### config.mk
export PLATFORM = sky130hd
export DESIGN_NAME = sab_ram
export DESIGN_NICKNAME = d
export VERILOG_FILES = /design/src/hdl/sab_ram.sv
export SDC_FILE = /design/constraint.sdc
export NUM_CORES = 1
export LEC_CHECK = 0
export ABC_CLOCK_PERIOD_IN_PS = 2450
export BUFFER_PORTS_ARGS = -buffer_cell sky130_fd_sc_hd__buf_2
export CAP_MARGIN = 20
export CORE_MARGIN = 1.5
export CORE_UTILIZATION = 50
export CTS_CLUSTER_DIAMETER = 60
export DETAILED_ROUTE_END_ITERATION = 10
export PLACE_DENSITY = 0.67
export SLEW_MARGIN = 20
export SYNTH_ARGS = -nofsm -noshare
export SYNTH_HDL_FRONTEND = slang
export SYNTH_SLANG_ARGS = --single-unit
### constraint.sdc
create_clock -name clk -period 2.45 [get_ports clk]
set_input_delay 0.49 -clock clk [delete_from_list [all_inputs] [get_ports clk]]
set_output_delay 0.49 -clock clk [all_outputs]
set_load 0.1 [all_outputs]
### src/hdl/sab_ram.sv
// ----------------------------------------------------------------------------
// sab_ram: generic single-port RAM
// One write or one read per cycle, read data registered.
// ----------------------------------------------------------------------------
`default_nettype none
module sab_ram #(
  parameter int WIDTH = 8,
  parameter int DEPTH = 16
) (
  input  wire logic                     clk,
  input  wire logic                     we,
  input  wire logic [$clog2(DEPTH)-1:0] addr,
  input  wire logic [WIDTH-1:0]         wdata,
  output logic      [WIDTH-1:0]         rdata
);
  logic [WIDTH-1:0] mem [DEPTH];
  always_ff @(posedge clk) begin
    if (we) mem[addr] <= wdata;
    rdata <= mem[addr];
  end
endmodule
`default_nettype wire

# Word-level counts from Yosys, hierarchy flattened
# Memories as Yosys holds them, arrays and structs flattened. A register that Yosys moved wholly into a read port is not among the register bits.
# Cells that the tools add are included.
dict set report word_totals {
  mem_bits_rw 128
  out_inout_bits 8
  reg_bits 0
  wordCells 3
  mem_count 1
  in_bits 14
}
dict set report classes {
  n_mux 2
}
# memory depth width read_ports rd_ports_with_merged_regs write_ports line
set mem_list {}
lappend mem_list {mem 16 8 1 1 1 16} ;# logic [WIDTH-1:0] mem [DEPTH];
# operator n
set op_table {}
lappend op_table {{1-bit 2-to-1 mux} 2}

# Depth between registers and ports, before layout
# Gate-level depths: netlist of run 1.
dict set report depth {
  ltp_word 2
  mapped_depth 5
  ltp_nobuf 3
}

# Worst setup path after synthesis of run 1
# No wires, ideal clock.
dict set report synth_timing {
  path_kind {in2reg}
  startpoint {in addr[2]}
  endpoint {mem mem[0][0] (enable)}
  required_ns 2.067
  setup_time_ns 0.383
  path_stages 2
  slack_ns 0.467
  n_path_buf 0
  arrival_time_ns 1.600
  path_cell_list {or3b_2 nor3_1}
}
# item line
set synth_rtl {}
lappend synth_rtl {{start: declaration} 12} ;# input wire logic [$clog2(DEPTH)-1:0] addr,
lappend synth_rtl {{end: declaration} 16}
# No word-level cell before the write port.

# Worst setup path in the final report of run 1
dict set report layout_timing {
  startpoint {reg rdata[5] (read register of mem)}
  endpoint {out rdata[5]}
}
# item line
set layout_rtl {}
lappend layout_rtl {{start: declaration} 14} ;# output logic [WIDTH-1:0] rdata
# No word-level cell between the ends.

==> results of run 1 <==
==> final cells by class <==
| type | instances | area [µm²] |
|---|---|---|
| tap | 133 | 166 |
| timing repair buffer | 43 | 308 |
| fill | 718 | 3730 |
| clock buffer | 23 | 487 |
| sequential | 136 | 4000 |
| clock inverter | 9 | 119 |
| multi-input combinational | 83 | 1000 |
==> metrics by stage <==
step	utilization, %	hold WS [ps]	cells	power, mW
3_3_place_gp	55.8	651	395	3.01
3_5_place_dp	55.8	671	395	3.02
6_report	62.0	368	427	5.50
4_1_cts	62.0	361	427	5.54
2_1_floorplan	-	589	230	2.91
5_1_grt	62.0	359	427	5.67
==> synth_stat cells <==
library cell / count / area (µm²)
buf_2: 2 / 10.0
a22oi_1: 16 / 120
nand3_1: 1 / 5.00
nor2b_1: 2 / 12.5
or3b_2: 1 / 8.76
edfxtp_1: 128 / 3840
nand2_1: 9 / 33.8
buf_6: 2 / 22.5
buf_1: 4 / 15.0
nand2b_1: 2 / 12.5
nor2_1: 13 / 48.8
mux4_2: 32 / 721
and2_1: 1 / 6.26
clkbuf_1: 2 / 7.51
dfxtp_1: 8 / 160
nor3_1: 4 / 20.0
nand3b_1: 2 / 15.0
clkbuf_2: 1 / 5.00
==> kinds of logic (layout without fill, tap and decap cells) <==
kind of cell,after synthesis,after routing,synth area share [%]
and+or+nand+nor,35,35,3.21
DFF,136,136,79.0
buffers and inverters,11,75,1.19
muxes,32,32,14.2
AOI/OAI and AO/OA,16,16,2.37
==> metal layers <==
metal	GRT usage (%)	wire length [µm]	vias up
li1	-	-	1061
met1	27.1	4270	1235
met2	28.9	4540	73
met3	5.92	516	7
met4	5.46	79	0
met5	0	0	-
==> worst paths after layout <==
kind	slack, ps	to	cells after the start	startpoint
max	720	rdata[5]	1	rdata[5]$_DFF_P_
min reg2reg	680	rdata[4]$_DFF_P_	3	mem[14][4]$_DFFE_PP_
max reg2reg	1080	rdata[0]$_DFF_P_	3	mem[0][0]$_DFFE_PP_
min	370	mem[5][6]$_DFFE_PP_	1	wdata[6]
==> state kept, by name (all words and copies together), names as in the netlist <==
register	cells
rdata	8
mem	128
==> power by group <==
group          switching [mW]  leakage (nW)  internal, mW  total [mW]
combinational           0.247         0.523         0.109       0.356
clock                   0.860         0.297          1.67        2.53
sequential             0.0131          1.22          2.60        2.62
==> worst register-to-register path: cells and delay by family, from the launching register on <==
kind               cells  cell delay, ps
muxes                  1             460
DFF                    1             370
AOI/OAI and AO/OA      1             310
and+or+nand+nor        1             100
==> impl_metrics.csv, run 1 <==
group,metric,value,unit
synth,synth-seq-cells,136,
place,place_hpwl,5700,µm
run_status,status,"finished clean",
worst_setup_path,path_class,"reg2out",
timing,fmax,578,MHz
timing,finalSetupTns,0,ps
floorplanning,fp.dieH,104,µm
synth,ys_seq_area_share,79.0,%
layout,drive_gt1_share,35.4,%
clock_network,cts_hold_buffers,0,
global_routing,grt_usage,19.0,%
timing,min_period,1730,ps
floorplanning,core-area,0.00982,mm²
layout,area_growth,20.1,%
clock_network,path_clk_slew,60,ps
clock_network,cts_setup_buffers,0,
detailed_routing,drtIter0Drc,185,
synth,netlist_area,0.00507,mm²
global_routing,grt_pass1_wl,14600,µm
layout,fin_nets,295,
detailed_routing,drc,0,
worst_setup_path,cp_top_family,"buffers and inverters",
detailed_routing,drtPass1Iterations,4,
timing,rsz0062_at_grt,"no",
flow_run,cap_violations,0,
floorplanning,pin_count,22,
place,place_ws,385,ps
synth,yosysWarnings,0,
clock_network,cts_sinks,136,
power,p_leak,2.04,nW
synth,avgSynthCellArea,22.0,µm²
floorplanning,start_util,51.6,%
global_routing,grt-ovfl-total,0,
place,port_buffers,21,
floorplanning,dieArea,0.0107,mm²
worst_setup_path,cp_max_fo,1,
layout,final_common_cell,"edfxtp_1",
worst_setup_path,required,1960,ps
worst_setup_path,end_kind,"output pin",
clock_network,clkLatencyLatePin,500,ps
timing,finalSetupViolations,0,
timing,layout_worst_path_cycle_share,70.6,%
timing,slew_violations,0,
power,power_density,904,mW/mm²
clock_network,cts_root_buffer,"clkbuf_8",
floorplanning,placementRows,36,
layout,antenna_cells,0,
detailed_routing,post_drt_wl_per_cell,22.0,µm
synth,syn-num-nets,244,
worst_setup_path,crit_chain,"buf_2",
detailed_routing,finalWirelength,9400,µm
worst_hold_path,worstHoldPathType,"in2reg",
floorplanning,die_x,104,µm
clock_network,tritoncts,"yes",
timing,clock-skew-final,5.13,ps
timing,finalWorstSetupSlack,721,ps
timing,hold_viol_final,0,
synth,synthCells,230,
detailed_routing,drt.antenna.violating_nets,0,
global_routing,grt_max_degree,40,
layout,stdcell_area,0.00609,mm²
worst_setup_path,cp_num_buf_inv,1,
clock_network,htreeDepth,4,
detailed_routing,via_count,2376,
synth,synth_cell_types,18,
power,vdd_drop_max,0.449,mV
timing,slew_headroom,49.9,%
place,dpl_cell_area,0.00548,mm²
worst_setup_path,slowest_stage,"buf_2",
layout,most-common-layout-cells,"edfxtp_1 (128), mux4_2 (32), buf_2 (21)",
worst_setup_path,arrival,1240,ps
place,globalplace.congestion,0.703,
clock_network,clockBufferDepth,2,
timing,worst_slew_pin_slew,748,ps
detailed_routing,vias_per_cell,5.56,
clock_network,cts_resized,0,
worst_setup_path,critPathMaxStageDelay,420,ps
clock_network,numCtsBuffers,17,
global_routing,grt_pass1_vias,2434,
global_routing,antenna_found_initial,0,
worst_setup_path,startpoint_type,"flip-flop",
(Power assumes the default switching activity.)
==> run 2: changes to the inputs <==
--- a/config.mk
+++ b/config.mk
@@ -5,14 +5,14 @@
 export SDC_FILE = /design/constraint.sdc
 export NUM_CORES = 1
 export LEC_CHECK = 0
-export ABC_CLOCK_PERIOD_IN_PS = 2450
+export ABC_CLOCK_PERIOD_IN_PS = 1400
 export BUFFER_PORTS_ARGS = -buffer_cell sky130_fd_sc_hd__buf_2
 export CAP_MARGIN = 20
 export CORE_MARGIN = 1.5
 export CORE_UTILIZATION = 50
 export CTS_CLUSTER_DIAMETER = 60
 export DETAILED_ROUTE_END_ITERATION = 10
-export PLACE_DENSITY = 0.67
+export PLACE_DENSITY = 0.69
 export SLEW_MARGIN = 20
 export SYNTH_ARGS = -nofsm -noshare
 export SYNTH_HDL_FRONTEND = slang
==> constraint.sdc (replaced) <==
create_clock -name clk -period 1.4 [get_ports clk]
set_input_delay 0.28 -clock clk [delete_from_list [all_inputs] [get_ports clk]]
set_output_delay 0.28 -clock clk [all_outputs]
set_load 0.1 [all_outputs]
==> impl_metrics.csv, run 2 (synthesis results as in run 1) <==
group,metric,value,unit
worst_setup_path,critPathMaxStageDelay,370,ps
worst_setup_path,crit_chain,"buf_12",
floorplanning,core-area,0.00982,mm²
detailed_routing,drtPass1Iterations,4,
detailed_routing,vias_per_cell,5.61,
layout,fin_nets,312,
clock_network,path_clk_slew,60,ps
layout,largest-register,"mem",
floorplanning,placementRows,36,
timing,slew_violations,0,
clock_network,cts_hold_buffers,0,
layout,antenna_cells,0,
clock_network,clockBufferDepth,2,
detailed_routing,drc,0,
detailed_routing,post_drt_wl_per_cell,22.8,µm
global_routing,use_met2,33.1,%
timing,fmax,736,MHz
global_routing,grt-ovfl-total,0,
global_routing,grt_usage,20.7,%
global_routing,antenna_found_initial,0,
place,place_hpwl,6660,µm
floorplanning,start_util,51.6,%
clock_network,cts_root_buffer,"clkbuf_8",
run_status,status,"finished clean",
timing,min_period,1360,ps
timing,layout_worst_path_cycle_share,97.1,%
power,power_density,1560,mW/mm²
layout,most-common-layout-cells,"edfxtp_1 (128), buf_4 (37), mux4_2 (32)",
place,place_ws,-294,ps
floorplanning,die_x,104,µm
detailed_routing,via_count,2490,
detailed_routing,finalWirelength,10100,µm
worst_setup_path,required,1120,ps
worst_setup_path,cp_top_family,"flip-flops",
worst_setup_path,path_class,"reg2out",
global_routing,grt_pass1_wl,15700,µm
clock_network,htreeDepth,4,
clock_network,clkLatencyLatePin,520,ps
flow_run,cap_violations,0,
worst_hold_path,worstHoldPathType,"in2reg",
clock_network,cts_sinks,136,
worst_setup_path,cp_max_fo,1,
layout,seq_area,0.00401,mm²
worst_setup_path,slowest_stage,"dfxtp_2",
timing,clock-skew-final,8.41,ps
timing,finalSetupViolations,0,
floorplanning,dieArea,0.0107,mm²
place,port_buffers,21,
global_routing,met1_usage,27.2,%
timing,slew_headroom,49.8,%
global_routing,grt_max_degree,17,
floorplanning,pin_count,22,
floorplanning,fp.dieH,104,µm
power,vdd_drop_max,1.07,mV
timing,finalWorstSetupSlack,40.7,ps
place,place_inst,412,
layout,drive_gt1_share,46.3,%
layout,reg.largest.list,"mem (128), rdata (8)",
clock_network,tritoncts,"yes",
layout,area_growth,27.3,%
worst_setup_path,end_kind,"output pin",
timing,rsz0062_at_grt,"no",
worst_setup_path,cp_num_buf_inv,1,
global_routing,grt_use_met3,5.66,%
layout,final_common_cell,"edfxtp_1",
global_routing,grt.busiest_layer,"met2",
layout,largest_reg_flops,128,
timing,worst_slew_pin_slew,752,ps
worst_setup_path,arrival,1080,ps
worst_setup_path,startpoint_type,"flip-flop",
detailed_routing,drtIter0Drc,149,
power,p_leak,2.16,nW
place,globalplace.congestion,0.770,
detailed_routing,drt.antenna.violating_nets,0,
layout,fill_cells,665,
clock_network,numCtsBuffers,17,
global_routing,grt_pass1_vias,2684,
layout,fin_cells,444,
timing,hold_viol_final,0,
layout,multi_input_area,0.00113,mm²
[run 2: cell count changes in the layout (fill, tap and decap cells not counted), moves of 4 or more]
cell and delta:
buf_2 -8, buf_4 +18, buf_6 +4, clkbuf_8 -4, nor2_1 -12, nor2_4 +12, nor3_1 -4
[run 2: final cells by class]
class | instances | area share [%]
Timing Repair Buffer | 60 | 7.87
Sequential cell | 136 | 62.1
Clock buffer | 21 | 6.81
Multi-Input combinational cell | 83 | 17.6
Clock inverter | 11 | 3.06
Tap cell | 133 | 2.58
[run 2: stage by stage]
step | hold slack (ps) | instance area, µm² | setup TNS, ps | power, mW | utilization (%)
finish | 150 | 6450 | 0 | 10.1 | 65.7
CTS | 133 | 6450 | 0 | 10.1 | 65.7
floorplan | 379 | 5200 | -1610 | 5.12 | -
detailed placement | 661 | 5770 | -19580 | 5.39 | 58.7
global route | 139 | 6450 | 0 | 10.3 | 65.7
global placement | 661 | 5770 | -16700 | 5.38 | 58.7
[run 2: repair_timing]
| action | in CTS | in global routing |
|---|---|---|
| gates cloned | 0 | 0 |
| buffers inserted | 0 | 0 |
| gates resized for setup | 14 | 1 |
| setup endpoints to repair | 7 | 1 |
[run 2: path summary, 6_finish.rpt]
kind / startpoint / to / slack [ps] / depth (start not counted)
worst min-delay path: wdata[5] / mem[8][5]$_DFFE_PP_ / 150 / 1
worst max-delay path: rdata[3]$_DFF_P_ / rdata[3] / 40 / 1
worst min register to register: mem[13][2]$_DFFE_PP_ / rdata[2]$_DFF_P_ / 680 / 3
worst max register to register: mem[3][5]$_DFFE_PP_ / rdata[5]$_DFF_P_ / 60 / 3
[run 2: report_power, final]
part	internal, mW	leakage [nW]	total, mW	switching [mW]
Sequential	4.56	1.22	4.59	0.0396
Clock	3.12	0.295	4.74	1.61
Combinational	0.279	0.640	0.746	0.468
[run 2: layer usage]
layer  share of wire [%]  vias to the layer above
li1                    -                     1102
met1                  43                     1302
met2                  51                       72
met3                 4.5                       14
met4                 1.8                        0
met5                   0                        -
==> run 3: changes to the inputs <==
--- a/config.mk
+++ b/config.mk
@@ -9,11 +9,10 @@
 export BUFFER_PORTS_ARGS = -buffer_cell sky130_fd_sc_hd__buf_2
 export CAP_MARGIN = 20
 export CORE_MARGIN = 1.5
-export CORE_UTILIZATION = 50
+export CORE_UTILIZATION = 40
 export CTS_CLUSTER_DIAMETER = 60
 export DETAILED_ROUTE_END_ITERATION = 10
-export PLACE_DENSITY = 0.69
-export SLEW_MARGIN = 20
+export PLACE_DENSITY_LB_ADDON = 0.15
 export SYNTH_ARGS = -nofsm -noshare
 export SYNTH_HDL_FRONTEND = slang
 export SYNTH_SLANG_ARGS = --single-unit
==> impl_metrics.csv, run 3 (synthesis results as in run 1) <==
group,metric,value,unit
run_status,status,"finished clean",
detailed_routing,vias_per_cell,5.11,
floorplanning,pin_count,22,
power,p_leak,2.14,nW
clock_network,cts_root_buffer,"clkbuf_16",
layout,largest_reg_flops,128,
floorplanning,placementRows,40,
global_routing,grt-ovfl-total,0,
layout,reg.largest.list,"mem (128), rdata (8)",
timing,layout_worst_path_cycle_share,97.8,%
worst_setup_path,path_class,"reg2out",
timing,clock-skew-final,5.53,ps
place,globalplace.congestion,0.779,
power,total_power,10.0,mW
timing,hold_viol_final,0,
worst_setup_path,startpoint_type,"flip-flop",
clock_network,path_clk_slew,60,ps
clock_network,clockBufferDepth,2,
timing,fmax,730,MHz
worst_hold_path,min_to,"mem[0][5]$_DFFE_PP_",
layout,fin_cells,472,
worst_setup_path,rrSetupSlack,70,ps
clock_network,numCtsBuffers,17,
worst_setup_path,arrival,1090,ps
layout,antenna_cells,0,
worst_setup_path,cp_max_fo,1,
clock_network,cts_setup_buffers,0,
floorplanning,die_x,116,µm
layout,fill_cells,933,
worst_hold_path,worstHoldPathType,"in2reg",
layout,area_growth,28.1,%
worst_setup_path,end_kind,"output pin",
worst_hold_path,hp-start,"wdata[5]",
detailed_routing,drtPass1Iterations,5,
timing,slew_headroom,47.5,%
global_routing,met1_usage,22.1,%
timing,slew_violations,0,
power,power_density,1540,mW/mm²
place,port_buffers,21,
detailed_routing,post_drt_wl_per_cell,21.3,µm
power,vdd_drop_max,0.878,mV
worst_setup_path,r2r_end,"rdata[0]$_DFF_P_",
detailed_routing,drtIter0Drc,164,
floorplanning,dieArea,0.0134,mm²
floorplanning,core-area,0.0122,mm²
clock_network,clkLatencyLatePin,410,ps
worst_setup_path,cp_num_buf_inv,1,
floorplanning,fp.dieH,116,µm
timing,finalSetupTns,0,ps
timing,finalSetupViolations,0,
global_routing,grt_usage,17.1,%
detailed_routing,drc,0,
worst_setup_path,reg2reg_from,"mem[8][0]$_DFFE_PP_",
timing,worst_slew_pin_slew,786,ps
layout,most-common-layout-cells,"edfxtp_1 (128), mux4_2 (32), buf_4 (27)",
detailed_routing,drt.antenna.violating_nets,0,
global_routing,grt_use_met3,4.65,%
worst_setup_path,cp_top_family,"flip-flops",
timing,min_period,1370,ps
global_routing,antenna_found_initial,0,
clock_network,htreeDepth,4,
layout,fin_nets,305,
worst_setup_path,required,1120,ps
layout,largest-register,"mem",
detailed_routing,finalWirelength,10100,µm
flow_run,cap_violations,0,
layout,stdcell_area,0.00649,mm²
timing,rsz0062_at_grt,"no",
detailed_routing,via_count,2411,
worst_hold_path,holdPathStages,1,
place,place_inst,440,
layout,final_common_cell,"edfxtp_1",
layout,postLayoutCoreUtil,53.4,%
worst_setup_path,crit_chain,"buf_4",
clock_network,cts_sinks,136,
place,place_hpwl,6920,µm
global_routing,use_met2,27.6,%
global_routing,grt_pass1_wl,15700,µm
layout,drive_gt1_share,44.7,%
worst_setup_path,slowest_stage,"dfxtp_1",
global_routing,grt_pass1_vias,2610,
place,dpl_cell_area,0.00583,mm²
global_routing,grt_max_degree,17,
worst_setup_path,critPathMaxStageDelay,360,ps
clock_network,tritoncts,"yes",
floorplanning,start_util,41.7,%
global_routing,grt.busiest_layer,"met2",
worst_setup_path,cp-startpoint,"rdata[7]$_DFF_P_",
worst_setup_path,reg2regPathDepth,3,
## run 3: cell types whose count changed in the layout (fill, tap and decap cells not counted), moves of 2 or more
cell | previous run | this run
dfxtp_1 | 6 | 8
clkinv_2 | 0 | 2
buf_4 | 37 | 27
buf_12 | 6 | 11
clkinvlp_4 | 4 | 2
dfxtp_2 | 2 | 0
buf_6 | 4 | 2
## run 3: repair_timing
item,CTS,global route
setup endpoints to repair,9,3
hold buffers,0,0
gates resized for setup,9,2
## run 3: metrics by stage
step	hold slack, ps	setup WS, ps
after detailed placement	657	-404
after global routing	248	20.8
after global placement	660	-396
after CTS	238	13.4
final	249	30.3
after floorplan	379	-32.2
## run 3: layer usage
layer,vias up,part of all wire [%]
li1,1085,-
met2,51,50
met4,0,1.4
met1,1264,45
met3,11,3.3
met5,-,0
## run 3: worst max path at each step
stage | end | cells after the start | slack, ps
after floorplan | mem[8][0]$_DFFE_PP_ | 3 | -30
after global placement | rdata[0]$_DFF_P_ | 5 | -400
after detailed placement | rdata[0]$_DFF_P_ | 5 | -400
after CTS | rdata[1] | 1 | 10
after global routing | rdata[7] | 1 | 20
final | rdata[7] | 1 | 30
## run 3: layout make-up
class,instances,area [µm²],share of cell area (%)
Clock buffer,21,460,7.09
Timing Repair Buffer,53,510,7.86
Sequential cell,136,4000,61.7
Tap cell,168,210,3.24
Clock inverter,11,171,2.64
Multi-Input combinational cell,83,1130,17.5
## run 3: power breakdown
| group | total [mW] | leakage, nW | internal (mW) | switching, mW |
|---|---|---|---|---|
| sequential | 4.58 | 1.22 | 4.55 | 0.0306 |
| clock | 4.71 | 0.304 | 3.08 | 1.63 |
| combinational | 0.705 | 0.610 | 0.239 | 0.466 |
